==> config.mk <==
export PLATFORM = sky130hd
export DESIGN_NAME = airplane_flaperon_mixer_core
export DESIGN_NICKNAME = d
export VERILOG_FILES = /design/src/rtl/afm_pkg.sv /design/src/rtl/afm_mix.sv /design/src/rtl/airplane_flaperon_mixer_core.sv
export SDC_FILE = /design/constraint.sdc
export NUM_CORES = 1
export LEC_CHECK = 0
export BUFFER_PORTS_ARGS = -buffer_cell sky130_fd_sc_hd__buf_2
export CORE_MARGIN = 2
export CORE_UTILIZATION = 56
export CTS_CLUSTER_SIZE = 14
export DETAILED_ROUTE_END_ITERATION = 6
export PLACE_DENSITY_LB_ADDON = 0.08
export REMOVE_ABC_BUFFERS = 1
export SETUP_SLACK_MARGIN = 0.15
export SYNTH_ARGS = -nofsm -noshare
export SYNTH_HDL_FRONTEND = slang
export SYNTH_HIERARCHICAL = 1
export SYNTH_SLANG_ARGS = --single-unit
==> constraint.sdc <==
create_clock -name clock -period 12 [get_ports clock]
set_input_delay 1.2 -clock clock [delete_from_list [all_inputs] [get_ports clock]]
set_output_delay 1.2 -clock clock [all_outputs]
set_load 0.03 [all_outputs]
==> src/rtl/afm_pkg.sv <==
// afm_pkg: shared types, codes and constants of the flaperon mixer
// used by afm_mix, airplane_flaperon_mixer_core and afm_checker; no dependencies
`default_nettype none

package afm_pkg;

   localparam int ServoW   = 12;   // servo pulse and endpoint width
   localparam int CmdW     = 12;   // stick command width
   localparam int PidW     = 13;   // pid correction width
   localparam int FlapW    = 13;   // slewed flap value and its error
   localparam int MixW     = 16;   // wide mixing width, no wrap before the clamp
   localparam int NumServo = 5;    // left, right, rudder, elevator, flap
   localparam int CsrIdxW  = 3;
   localparam int CsrDataW = 60;
   localparam int EpW      = NumServo * ServoW;

   typedef enum logic [1:0] {
      FLAP_BASIC    = 2'd0,
      FLAP_PREMIXED = 2'd1,
      FLAP_ADVANCED = 2'd2,
      FLAP_HOLD     = 2'd3
   } flap_mode_type;

   typedef enum logic [CsrIdxW-1:0] {
      CSR_FLAP_MODE     = 3'd0,
      CSR_FLAP_SPEED    = 3'd1,
      CSR_FLAP_STEP     = 3'd2,
      CSR_SERVO_MID     = 3'd3,
      CSR_REVERSE_MASK  = 3'd4,
      CSR_CHANNEL_FLAGS = 3'd5,
      CSR_ENDPOINT_LOW  = 3'd6,
      CSR_ENDPOINT_HIGH = 3'd7
   } csr_index_type;

   // bit positions in reverse_mask and channel_flags
   localparam int RevFlapBit  = 5;
   localparam int ChanFlapBit = 0;
   localparam int ChanAil2Bit = 1;

   typedef struct packed {
      flap_mode_type    mode;
      logic [7:0]       speed;
      logic [7:0]       step;
      logic [11:0]      mid;
      logic [5:0]       reverse;
      logic [1:0]       chan;
      logic [EpW-1:0]   ep_low;
      logic [EpW-1:0]   ep_high;
   } cfg_type;

   localparam cfg_type CfgReset = '{
      mode:    FLAP_BASIC,
      speed:   8'd0,
      step:    8'd1,
      mid:     12'd1500,
      reverse: 6'd0,
      chan:    2'd0,
      ep_low:  {EpW{1'b0}},
      ep_high: {EpW{1'b1}}
   };

   typedef struct packed {
      logic signed [CmdW-1:0]  held_left;
      logic signed [CmdW-1:0]  held_right;
      logic signed [CmdW-1:0]  held_flap;
      logic signed [FlapW-1:0] slow_flap;
      logic [7:0]              skip_count;
   } state_type;

endpackage

`default_nettype wire

==> src/rtl/afm_mix.sv <==
// afm_mix: combinational datapath for one control tick
// source select, flap slew, mixing, reverse and endpoint clamp; depends on afm_pkg
`default_nettype none

module afm_mix
   import afm_pkg::*;
(
   input  cfg_type                 cfg,
   input  state_type               st,
   input  logic signed [CmdW-1:0]  roll_cmd,
   input  logic signed [CmdW-1:0]  aileron2_cmd,
   input  logic signed [CmdW-1:0]  flap_cmd,
   input  logic signed [CmdW-1:0]  yaw_cmd,
   input  logic signed [CmdW-1:0]  pitch_cmd,
   input  logic signed [PidW-1:0]  pid_roll,
   input  logic signed [PidW-1:0]  pid_yaw,
   input  logic signed [PidW-1:0]  pid_pitch,
   input  logic                    passthrough,
   output state_type               st_next,
   output logic [NumServo-1:0][ServoW-1:0] servo
);

   function automatic logic [ServoW-1:0] clamp_servo(input logic signed [MixW-1:0] v,
                                                     input logic [ServoW-1:0] lo,
                                                     input logic [ServoW-1:0] hi);
      logic signed [MixW-1:0] lo_s;
      logic signed [MixW-1:0] hi_s;
      logic signed [MixW-1:0] r;
      lo_s = signed'(MixW'(lo));
      hi_s = signed'(MixW'(hi));
      if (v < lo_s) begin
         r = lo_s;
      end else if (v > hi_s) begin
         r = hi_s;
      end else begin
         r = v;
      end
      return r[ServoW-1:0];
   endfunction

   logic signed [FlapW-1:0] target;
   logic signed [FlapW-1:0] err;
   logic signed [FlapW-1:0] err_abs;
   logic signed [FlapW-1:0] step_sz;
   logic [7:0]              skip_inc;
   logic signed [MixW-1:0]  flaps;
   logic signed [MixW-1:0]  p_roll;
   logic signed [MixW-1:0]  p_yaw;
   logic signed [MixW-1:0]  p_pitch;
   logic signed [MixW-1:0]  sv [NumServo];
   logic signed [MixW-1:0]  v;

   always_comb begin
      st_next = st;

      // source selection, hold mode keeps the previous sources
      case (cfg.mode)
         FLAP_BASIC: begin
            st_next.held_left  = roll_cmd;
            st_next.held_right = roll_cmd;
            st_next.held_flap  = cfg.chan[ChanFlapBit] ? flap_cmd : '0;
         end
         FLAP_PREMIXED: begin
            st_next.held_left  = roll_cmd;
            st_next.held_right = cfg.chan[ChanAil2Bit] ? aileron2_cmd : roll_cmd;
            st_next.held_flap  = cfg.chan[ChanAil2Bit] ? flap_cmd : '0;
         end
         FLAP_ADVANCED: begin
            st_next.held_left  = roll_cmd;
            st_next.held_right = cfg.chan[ChanAil2Bit] ? aileron2_cmd : roll_cmd;
            st_next.held_flap  = cfg.chan[ChanFlapBit] ? flap_cmd : '0;
         end
         default: begin
         end
      endcase

      // flap slew toward the selected flap source
      target  = FlapW'(st_next.held_flap);
      err     = st.slow_flap - target;
      err_abs = (err < 0) ? -err : err;
      step_sz = (err_abs >= signed'(FlapW'(cfg.step))) ? signed'(FlapW'(cfg.step))
                                                       : signed'(FlapW'(1));
      if (cfg.speed != 8'd0) begin
         if (st.skip_count == cfg.speed) begin
            if (st.slow_flap < target) begin
               st_next.slow_flap = st.slow_flap + step_sz;
            end else if (st.slow_flap > target) begin
               st_next.slow_flap = st.slow_flap - step_sz;
            end
         end
      end else begin
         st_next.slow_flap = target;
      end
      skip_inc           = st.skip_count + 8'd1;
      st_next.skip_count = (skip_inc > cfg.speed) ? 8'd0 : skip_inc;

      // mixing at full width
      flaps   = cfg.reverse[RevFlapBit] ? -MixW'(st_next.slow_flap)
                                        : MixW'(st_next.slow_flap);
      p_roll  = passthrough ? '0 : MixW'(pid_roll);
      p_yaw   = passthrough ? '0 : MixW'(pid_yaw);
      p_pitch = passthrough ? '0 : MixW'(pid_pitch);
      sv[0]   = MixW'(st_next.held_left) + flaps - p_roll;
      sv[1]   = MixW'(st_next.held_right) - flaps - p_roll;
      sv[2]   = MixW'(yaw_cmd) - p_yaw;
      sv[3]   = MixW'(pitch_cmd) + p_pitch;
      sv[4]   = flaps;

      for (int k = 0; k < NumServo; k++) begin
         v = cfg.reverse[k] ? -sv[k] : sv[k];
         v = v + signed'(MixW'(cfg.mid));
         servo[k] = clamp_servo(v, cfg.ep_low[k*ServoW +: ServoW],
                                cfg.ep_high[k*ServoW +: ServoW]);
      end
   end

endmodule

`default_nettype wire

==> src/rtl/airplane_flaperon_mixer_core.sv <==
// airplane_flaperon_mixer_core: top level of the flaperon mixer
// input register, afm_mix datapath, result register and csr file; depends on afm_pkg
`default_nettype none

// how to use it
//  - req channel: one control tick per transfer (throttle, stick commands, pid terms,
//    passthrough). req_ready stays high whenever the input register is empty or can move
//    into the result register, so ticks may come in every cycle.
//  - rsp channel: one result per tick, in order: throttle_out plus the five clamped servo
//    pulses left, right, rudder, elevator and flap.
//  - the req transfer loads the input register and the tick moves on into the result register
//    when that is empty or being read, which raises rsp_valid; unless the receiver stalls,
//    throughput is one tick per cycle, set by the single pass through afm_mix.
//  - csr channel: csr_ready is always high, a write lands at the edge of its transfer.
//    Write registers only while no tick is in flight.
//  - reset (synchronous, active high) loads the register defaults, clears the slew and
//    source state to zero and empties both pipeline registers.
//  - when the receiver stalls, the result register holds its value, the input register
//    holds one more tick and then req_ready drops until the stall clears.
//  - slew and held source state advance when a tick moves into the result register, so
//    they follow transfer order exactly.

module airplane_flaperon_mixer_core
   import afm_pkg::*;
(
   input  logic                       clock,
   input  logic                       reset,
   // input ticks
   input  logic                       req_valid,
   output logic                       req_ready,
   input  logic [ServoW-1:0]          req_throttle_in,
   input  logic signed [CmdW-1:0]     req_roll_cmd,
   input  logic signed [CmdW-1:0]     req_aileron2_cmd,
   input  logic signed [CmdW-1:0]     req_flap_cmd,
   input  logic signed [CmdW-1:0]     req_yaw_cmd,
   input  logic signed [CmdW-1:0]     req_pitch_cmd,
   input  logic signed [PidW-1:0]     req_pid_roll,
   input  logic signed [PidW-1:0]     req_pid_yaw,
   input  logic signed [PidW-1:0]     req_pid_pitch,
   input  logic                       req_passthrough,
   // results
   output logic                       rsp_valid,
   input  logic                       rsp_ready,
   output logic [ServoW-1:0]          rsp_throttle_out,
   output logic [ServoW-1:0]          rsp_left_flaperon,
   output logic [ServoW-1:0]          rsp_right_flaperon,
   output logic [ServoW-1:0]          rsp_rudder,
   output logic [ServoW-1:0]          rsp_elevator,
   output logic [ServoW-1:0]          rsp_flap_servo,
   // register writes
   input  logic                       csr_valid,
   output logic                       csr_ready,
   input  logic [CsrIdxW-1:0]         csr_index,
   input  logic [CsrDataW-1:0]        csr_wdata
);

   cfg_type   cfg_ff;
   state_type st_ff;
   state_type st_in;

   // input register
   logic                    s1_valid_ff;
   logic [ServoW-1:0]       s1_throttle_ff;
   logic signed [CmdW-1:0]  s1_roll_ff;
   logic signed [CmdW-1:0]  s1_ail2_ff;
   logic signed [CmdW-1:0]  s1_flap_ff;
   logic signed [CmdW-1:0]  s1_yaw_ff;
   logic signed [CmdW-1:0]  s1_pitch_ff;
   logic signed [PidW-1:0]  s1_pid_roll_ff;
   logic signed [PidW-1:0]  s1_pid_yaw_ff;
   logic signed [PidW-1:0]  s1_pid_pitch_ff;
   logic                    s1_pass_ff;

   // result register
   logic                               rsp_valid_ff;
   logic [ServoW-1:0]                  rsp_throttle_ff;
   logic [NumServo-1:0][ServoW-1:0]    rsp_servo_ff;
   logic [NumServo-1:0][ServoW-1:0]    servo_in;

   logic req_xfer;
   logic out_load;

   // result register loads a waiting tick when it is empty or its contents leave this cycle
   assign out_load  = s1_valid_ff && (!rsp_valid_ff || rsp_ready);
   assign req_ready = !s1_valid_ff || out_load;
   assign req_xfer  = req_valid && req_ready;
   assign csr_ready = 1'b1;

   // register file
   always_ff @(posedge clock) begin
      if (reset) begin
         cfg_ff <= CfgReset;
      end else if (csr_valid) begin
         case (csr_index_type'(csr_index))
            CSR_FLAP_MODE:     cfg_ff.mode    <= flap_mode_type'(csr_wdata[1:0]);
            CSR_FLAP_SPEED:    cfg_ff.speed   <= csr_wdata[7:0];
            CSR_FLAP_STEP:     cfg_ff.step    <= csr_wdata[7:0];
            CSR_SERVO_MID:     cfg_ff.mid     <= csr_wdata[11:0];
            CSR_REVERSE_MASK:  cfg_ff.reverse <= csr_wdata[5:0];
            CSR_CHANNEL_FLAGS: cfg_ff.chan    <= csr_wdata[1:0];
            CSR_ENDPOINT_LOW:  cfg_ff.ep_low  <= csr_wdata[EpW-1:0];
            CSR_ENDPOINT_HIGH: cfg_ff.ep_high <= csr_wdata[EpW-1:0];
            default: begin
            end
         endcase
      end
   end

   // input register control
   always_ff @(posedge clock) begin
      if (reset) begin
         s1_valid_ff <= 1'b0;
      end else if (req_ready) begin
         s1_valid_ff <= req_valid;
      end
   end

   // input register payload
   always_ff @(posedge clock) begin
      if (req_xfer) begin
         s1_throttle_ff  <= req_throttle_in;
         s1_roll_ff      <= req_roll_cmd;
         s1_ail2_ff      <= req_aileron2_cmd;
         s1_flap_ff      <= req_flap_cmd;
         s1_yaw_ff       <= req_yaw_cmd;
         s1_pitch_ff     <= req_pitch_cmd;
         s1_pid_roll_ff  <= req_pid_roll;
         s1_pid_yaw_ff   <= req_pid_yaw;
         s1_pid_pitch_ff <= req_pid_pitch;
         s1_pass_ff      <= req_passthrough;
      end
   end

   afm_mix u_mix (
      .cfg          (cfg_ff),
      .st           (st_ff),
      .roll_cmd     (s1_roll_ff),
      .aileron2_cmd (s1_ail2_ff),
      .flap_cmd     (s1_flap_ff),
      .yaw_cmd      (s1_yaw_ff),
      .pitch_cmd    (s1_pitch_ff),
      .pid_roll     (s1_pid_roll_ff),
      .pid_yaw      (s1_pid_yaw_ff),
      .pid_pitch    (s1_pid_pitch_ff),
      .passthrough  (s1_pass_ff),
      .st_next      (st_in),
      .servo        (servo_in)
   );

   // slew and held sources advance once per tick, as it enters the result register
   always_ff @(posedge clock) begin
      if (reset) begin
         st_ff <= '0;
      end else if (out_load) begin
         st_ff <= st_in;
      end
   end

   // result register control
   always_ff @(posedge clock) begin
      if (reset) begin
         rsp_valid_ff <= 1'b0;
      end else if (out_load) begin
         rsp_valid_ff <= 1'b1;
      end else if (rsp_ready) begin
         rsp_valid_ff <= 1'b0;
      end
   end

   // result register payload
   always_ff @(posedge clock) begin
      if (out_load) begin
         rsp_throttle_ff <= s1_throttle_ff;
         rsp_servo_ff    <= servo_in;
      end
   end

   assign rsp_valid          = rsp_valid_ff;
   assign rsp_throttle_out   = rsp_throttle_ff;
   assign rsp_left_flaperon  = rsp_servo_ff[0];
   assign rsp_right_flaperon = rsp_servo_ff[1];
   assign rsp_rudder         = rsp_servo_ff[2];
   assign rsp_elevator       = rsp_servo_ff[3];
   assign rsp_flap_servo     = rsp_servo_ff[4];

endmodule

`default_nettype wire

**After elaboration in Yosys (flattened, before gate mapping)**

Index checks and enable logic that the tools add are counted.

- Output and inout bits: 75
- Register bits after elaboration: 401
- Word-level logic and storage cells: 128
- Input port bits: 180

- Order comparisons: 15
- $add $sub $neg: 22
- Reductions and logical operators: 18
- Mux-type cells: 32
- Eq/ne operators: 10

Operators with widths:

| cell | count |
|---|---|
| $mux 12 | 13 |
| $mux 16 | 9 |
| $pmux 36 s3 | 1 |
| $add 16x13->16 | 5 |
| $gt 16x13->1 | 5 |
| $lt 16x13->1 | 5 |
| $neg 16->16 | 5 |
| $mux 13 | 5 |
| $add 12x16->16 | 2 |
| $sub 12x16->16 | 2 |
| $sub 16x16->16 | 2 |
| $mux 8 | 2 |
| $neg 13->16 | 1 |
| $reduce_and 2->1 | 8 |
| $add 13x13->13 | 1 |
| $ge 13x9->1 | 1 |
| $gt 13x12->1 | 1 |
| $lt 13x1->1 const B | 1 |
| $lt 13x12->1 | 1 |
| $neg 13->13 | 1 |
| $sub 13x12->13 | 1 |
| $sub 13x13->13 | 1 |
| $eq 3x3->1 const B | 4 |
| $add 8x1->8 const B | 1 |
| other kinds (14) | 19 |

**Logic depth before layout (Yosys ltp)**

Gate-level depths: netlist of run 1.

- Depth in word-level cells: 22
- Depth in mapped cells: 70
- Mapped depth without buffers: 69

**Hierarchy**

Netlist of run 1, hierarchy kept.

Modules (own cells, without submodules):

| module | sequential area each (sq um) | area each (sq um) | times used | cells each |
|---|---|---|---|---|
| afm_mix | 0.0 | 15,631.2 | 1 | 2,187 |
| airplane_flaperon_mixer_core | 9,869.5 | 14,013.4 | 1 | 1,116 |

**Least setup slack after synthesis of run 1**

No wires, ideal clock.

- Path type: register to register
- Start: register cfg_ff[156] (netlist bit)
- End: register rsp_servo_ff, in the netlist rsp_left_flaperon[10] (data pin)
- Setup time: 0.279 ns
- Path buffers: 3
- Stages on the path, launching flop included: 67
- Required time: 11.721 ns
- Data arrival time: 13.069 ns
- Setup slack: -1.347 ns
- Period minus slack after synthesis: 13.347 ns
- Path through: dfxtp_1 -> and2_1 -> clkbuf_1 -> a22o_1 -> ha_1 -> inv_1 -> fa_1 -> a21o_1 -> a21oi_1 -> o21ai_0 -> a21o_1 -> a21o_1 -> a21oi_1 -> o21bai_1 -> a21oi_1 -> nor2_1 -> nor2_1 -> xor2_1 -> (+31 left out) -> a211oi_1 -> xnor2_1 -> nor4_1 -> nor2_1 -> xor2_1 -> ha_1 -> a21oi_1 -> o21ai_0 -> xnor2_1 -> ha_1 -> nand4_1 -> o21ai_0 -> o41ai_1 -> a21boi_0 -> nor2_1 -> clkbuf_1 -> mux2i_1 -> mux2i_1

RTL lines:

| item | line | text |
|---|---|---|
| start, declared | airplane_flaperon_mixer_core.sv:57 | `cfg_type cfg_ff;` |
| start signal, assigned | airplane_flaperon_mixer_core.sv:92 | `cfg_ff <= CfgReset;` |
| end signal, assigned | airplane_flaperon_mixer_core.sv:174 | `rsp_servo_ff <= servo_in;` |
| end, declared | airplane_flaperon_mixer_core.sv:77 | `logic [NumServo-1:0][ServoW-1:0] rsp_servo_ff;` |

==> results of run 1 <==
==> layout by cell type (no fill, tap or decap), types with 18 or more instances in the layout <==
master / count
a21o_1: 74
a21oi_1: 233
a222oi_1: 20
buf_2: 252
buf_4: 352
clkbuf_16: 46
dfxtp_1: 215
edfxtp_1: 184
fa_1: 27
ha_1: 289
inv_1: 329
mux2i_1: 153
nand2_1: 260
nand2b_1: 178
nand3_1: 41
nand4_1: 20
nor2_1: 214
nor2b_1: 60
nor3_1: 57
nor3_2: 46
o21a_1: 21
o21ai_0: 80
o21ai_1: 23
o21bai_1: 27
or3_1: 18
xnor2_1: 123
xnor2_2: 26
xor2_1: 54
==> state kept, by name, indices dropped and copies added (netlist names), 13 cells and up <==
name and cells:
st_ff 57, s1_pid_yaw_ff 13, s1_pid_pitch_ff 13, cfg_ff 158
s1_pid_roll_ff 13
==> Yosys cell counts, types with 31 or more instances <==
master	n
ha_1	301
xor2_1	64
a21o_1	74
o21ai_0	110
a21oi_1	251
fa_1	31
nor2_1	223
mux2i_1	154
clkbuf_1	64
nand2b_1	179
inv_1	333
nor3_1	64
nor3_2	41
edfxtp_1	184
dfxtp_1	217
nor2b_1	62
nand3_1	41
nand2_1	262
xnor2_1	148
buf_2	48
o21bai_1	31
==> final timing paths <==
check	slack, ns	endpoint	cells past startpoint
max	-0.52	rsp_left_flaperon[9]	67
min	0.43	rsp_throttle_out[9]	0
max reg2reg	-0.52	rsp_left_flaperon[9]	67
min reg2reg	0.43	rsp_throttle_out[9]	0
==> worst max-delay path: cells and delay by family (launching register included) <==
kind | cells | cell delay, ns
xor gates and xnor gates | 7 | 1.23
AOI/OAI and AO/OA | 25 | 4.44
adders and majority gates | 9 | 2.74
and+or+nand+nor | 18 | 2.61
DFF | 1 | 0.35
buffers and inverters | 6 | 0.63
muxes | 2 | 0.25
==> per-stage QoR <==
step | hold slack [ns] | setup slack [ns] | util (%) | TNS, ns | area [um^2]
floorplan | 0.400 | -1.83 | - | -37.73 | 29000
global placement | 0.402 | -0.800 | 64.2 | -16.76 | 33700
detailed placement | 0.406 | -1.25 | 64.2 | -25.77 | 33700
CTS | 0.428 | -0.153 | 69.3 | -1.40 | 36300
global route | 0.428 | -1.14 | 70.0 | -28.47 | 36700
finish | 0.426 | -0.518 | 70.0 | -9.95 | 36700
==> metal layers <==
layer	GRT usage (%)	vias to the layer above	wire, um
met5	0	-	0
met4	10.1	0	2610
met3	3.00	146	4360
met2	52.7	689	41200
met1	40.6	12400	37700
li1	-	12600	-
==> final cells by class <==
class	count	area, um^2
timing repair buffer	620	4150
tap	688	861
multi-input combinational	2439	18900
clock inverter	34	477
clock buffer	50	1200
sequential	401	9870
inverter	333	1250
fill	4210	15700
antenna	4	10.0
==> power groups by stage <==
stage               logic, uW  registers [uW]  clock network, uW
CTS                      4770            1660               1580
finish                   5020            1660               1550
detailed placement       4290            1690                  0
global placement         4150            1690                  0
floorplan                2460            1810                  0
global route             5420            1670               1630
==> cell families after synthesis <==
logic type	after synthesis
simple gates	1028
compound gates	707
buf+inv	463
flops	401
fa+ha+maj	333
xor+xnor	213
mux	157
other cells	1
==> timing repair <==
item | CTS | global route
cloned | 1 | 0
endpoints found under the setup margin | 36 | 36
buffers inserted | 31 | 13
pin swaps | 83 | 49
resized for setup | 165 | 55
==> qor.yml, run 1 <==
die_y_um: 234
worstPathMaxFanout: 6
cp-end-kind: "register"
root_buffer: "clkbuf_16"
required_ns: 12.34
ir_worst_vdd_mv: 0.186
yosys.area_share.adder_pct: 14.8
syn_area_per_cell_um2: 8.98
h-tree-depth: 2
ios: 255
hp-class: "reg2reg"
drt_pass1_iterations: 7
synth_top_family_by_area: "simple AND/OR/NAND/NOR gates"
p_per_area_nw_per_um2: 224
synth_top_area_share_pct: 18.6
final-max-slew-violation-count: 0
synth-compound-area-share_pct: 15.6
final_cells: 4569
tightestPinTransition_ns: 1.21
intPower_uw: 4990
grt_pass1_vias: 25400
finalPower_uw: 8230
max_stage_delay_ns: 0.49
hold_violations: 0
vias_per_cell: 5.65
dpl.hpwl_um: 64400
switching_share_pct: 39.4
p_seq_share_pct: 20.2
gp_congestion: 0.999
synth_mux_area_share_pct: 5.31
crit_type: "reg2reg"
yosys-top-cells-area: "edfxtp_1, dfxtp_1, ha_1, mux2i_1, xnor2_1"
dp.cells: 4436
rows: 84
cp_slowest_cell: "or4_4"
antenna_found_initial: 3
p_leak_uw: 0.0165
nNetsFinal: 4352
finClkSkew_ns: 0.0275
violations: "design-rule violations, negative setup slack"
yosysUniqueCellTypes: 102
finalCritPeriodShare_pct: 104
clkPwrFrac_pct: 18.9
cts_num_sinks: 401
drtIter0Drc: 1841
fmax_mhz: 79.9
wl_per_cell_um: 18.8
place.port_buffers: 253
grt.overflow.total: 0
fp.dieW_um: 234
grt_usage_pct: 30.7
yosys.area.top_type: "edfxtp_1"
rsz0062_at_grt: "true"
comb_power_share_pct: 61.0
reg2reg_from: "cfg_ff[156]"
core_um2: 52400
wl_um: 85900
synth-seq-cells: 401
setup_violations: 24
clockBufferDepth: 3
synthSimpleGateAreaFrac_pct: 18.3
yosys_warnings: 6
cts_buffers: 45
synth_flop_cell: "dfxtp_1"
async_flop_share_pct: 0
min-delay-start: "s1_throttle_ff[9]"
clk_pin_slew_ns: 0.06
ys_seq_area_share_pct: 33.3
p_switching_uw: 3240
maxCapViolCount: 0
ctsHoldBuffers: 0
syn_area_um2: 29600
drive_gt1_share_pct: 24.8
ant_nets: 0
dr_total_vias: 25800
status: "complete, but fails checks"
synthXorXnorAreaFrac_pct: 6.32
finalCriticalPeriod_ns: 12.52
drc: 2
start_util_pct: 56.5
startpoint_type: "register"
cts_tree: "yes"
fin_ws_ns: -0.518
synthCells: 3303
areaGrowthSynthToFinish_pct: 23.8
grt_max_degree: 165
grt_pass1_wl_um: 133000
dieArea_um2: 54800
relSlewSlack_pct: 18.5
clk_latency_ns: 0.60
cp-startpoint: "cfg_ff[156]"
synth_edf_count: 184
worstPathArrival_ns: 12.86
Note: power is estimated with default switching activity, not from simulation.
==> run 2: changes to the inputs <==
ABC_AREA = 1   (was default)
==> qor.yml, run 2 <==
status: "completed"
rsz0062_at_grt: "false"
yosys-top-cells-area: "edfxtp_1, dfxtp_1, ha_1, nand2_1, inv_1"
max_stage_delay_ns: 0.57
p_per_area_nw_per_um2: 219
gp_congestion: 0.937
min_delay_path_depth: 0
drive_gt1_share_pct: 12.3
grt_max_degree: 130
finalCritPeriodShare_pct: 92.2
finalCriticalPeriod_ns: 11.06
wl_per_cell_um: 16.2
setup_violations: 0
reg_top3: "cfg_ff (158), st_ff (57)"
reg2reg_depth: 63
core_um2: 53700
cp-startpoint: "cfg_ff[156]"
synth-seq-cells: 401
synthSimpleGateAreaFrac_pct: 29.1
grt_pass1_wl_um: 129000
vias_per_cell: 5.31
drt_pass1_iterations: 6
synth_edf_count: 184
start_util_pct: 56.6
yosys.area_share.adder_pct: 14.4
timing.rr.end: "rsp_left_flaperon[5]"
path_common_cell: "nand2_1"
hold_end: "rsp_throttle_out[2]"
cts_num_sinks: 401
cp_slowest_cell: "fa_1"
startpoint_type: "register"
drtIter0Drc: 1954
dp.cells: 4978
required_ns: 12.35
most-common-layout-cells: "nand2_1, inv_1, nor2_1, nand3_1, ha_1"
worstPathArrival_ns: 11.41
synthCells: 4129
synthXorXnorAreaFrac_pct: 5.96
grt_usage_pct: 28.5
reg2reg_slack_ns: 0.94
wl_um: 82100
drc: 0
tightestPinTransition_ns: 1.09
fp.dieW_um: 237
cts_buffers: 45
yosys-top-cells-count: "nand2_1, inv_1, nor2_1, nand3_1, ha_1"
synth_mux_area_share_pct: 0
worstPathMaxFanout: 9
synth-compound-area-share_pct: 8.44
reg2reg_from: "cfg_ff[156]"
die_y_um: 237
areaGrowthSynthToFinish_pct: 11.9
ios: 255
hold_violations: 0
clockBufferDepth: 3
ir_worst_vdd_mv: 0.164
antenna_found_initial: 2
finClkSkew_ns: 0.0243
nNetsFinal: 4856
hp-class: "reg2reg"
async_flop_share_pct: 0
ant_nets: 0
min-delay-start: "s1_throttle_ff[2]"
final_cells: 5079
dr_total_vias: 27000
final_common_cell: "nand2_1"
syn_area_per_cell_um2: 7.37
yosysUniqueCellTypes: 66
regMostFlops: "cfg_ff"
fmax_mhz: 90.4
grt.overflow.total: 0
dpl.hpwl_um: 61300
cts_tree: "yes"
grt_pass1_vias: 24500
root_buffer: "clkbuf_16"
synth_flop_cell: "dfxtp_1"
h-tree-depth: 2
crit_type: "reg2reg"
relSlewSlack_pct: 27.5
cp-end-kind: "register"
rows: 85
synth_top_area_share_pct: 18.2
maxCapViolCount: 0
synth_top_family_by_area: "simple AND/OR/NAND/NOR gates"
tns_ns: 0
ys_seq_area_share_pct: 32.4
dieArea_um2: 56200
place.port_buffers: 253
fillerInstances: 4927
syn_area_um2: 30400
yosys.area.top_type: "edfxtp_1"
clk_latency_ns: 0.59
yosys_warnings: 6
synth_most_common_cell: "nand2_1"
clk_pin_slew_ns: 0.06
largest_register_ffs: 158
final-max-slew-violation-count: 0
p_leak_uw: 0.0169
run 2: cell types whose count changed after synthesis, moves of 50 or more:
cell / previous run / this run
nor2_1: 223 / 505
nor3_1: 64 / 14
nor2b_1: 62 / 0
xor2_1: 64 / 140
nand2_1: 262 / 925
nand3_1: 41 / 332
a21o_1: 74 / 11
nand2b_1: 179 / 0
nand3b_1: 5 / 68
mux2i_1: 154 / 0
inv_1: 333 / 589
xnor2_1: 148 / 65
run 2: how the worst max path moves through the flow:
stage	endpoint	slack [ns]	cells past startpoint
CTS	rsp_left_flaperon[11]	0.22	71
global placement	rsp_left_flaperon[11]	0.53	69
finish	rsp_left_flaperon[5]	0.94	63
floorplan	rsp_left_flaperon[11]	0.74	63
global route	rsp_right_flaperon[6]	0.11	68
detailed placement	rsp_left_flaperon[11]	0.24	71
run 2: area by class of cell:
type	instances	area (um^2)	share of cell area, %
timing repair buffer	298	1610	4.73
tap	696	871	2.56
sequential	401	9880	29.0
multi-input combinational	2983	17900	52.4
inverter	615	2320	6.82
antenna	2	5.00	0.0147
clock buffer	63	1310	3.85
clock inverter	21	198	0.581
run 2: timing repair:
item	in CTS	in global routing
hold buffers	0	0
gates resized for setup	0	57
setup endpoints to repair	0	36
buffers inserted	0	15
run 2: layer usage:
metal  GRT usage [%]  vias up  share of wire, %
met5               0        -             0.018
met4            7.38        2               2.2
met3            4.48      108               6.3
met2            45.8      745                45
met1            40.2    12400                47
li1                -    13800                 -
run 2: per-stage QoR:
stage / setup WS [ns] / hold slack, ns / utilization, % / power, uW / instance area [um^2]
floorplan: 0.735 / 0.400 / - / 4830 / 29800
global placement: 0.531 / 0.402 / 59.9 / 5770 / 32200
detailed placement: 0.236 / 0.407 / 59.9 / 5820 / 32200
CTS: 0.221 / 0.421 / 62.7 / 7250 / 33700
global route: 0.112 / 0.428 / 63.4 / 8080 / 34000
finish: 0.940 / 0.421 / 63.4 / 7450 / 34000
run 2: cell families (layout without fill, tap and decap cells):
| logic type | count (synthesis) | after routing |
|---|---|---|
| xor gates and xnor gates | 206 | 206 |
| DFF | 401 | 401 |
| other | 1 | 3 |
| buffers and inverters | 745 | 997 |
| adders and majority gates | 332 | 332 |
| AOI/OAI and AO/OA | 444 | 444 |
| and+or+nand+nor | 2000 | 2000 |
run 2: report_power, final:
part	leakage [uW]	internal (uW)	switching (uW)	total, uW
clock	0.000728	813	591	1400
combinational	0.0126	1600	2750	4350
sequential	0.00355	1640	67.3	1700
run 2: worst max-delay path, delay by kind of cell, from the launching register on:
kind                       cells  cell delay, ns
adders and majority gates     10            3.49
xor gates and xnor gates       2            0.40
and+or+nand+nor               19            1.73
DFF                            1            0.42
buffers and inverters         10            1.09
AOI/OAI and AO/OA             22            3.65
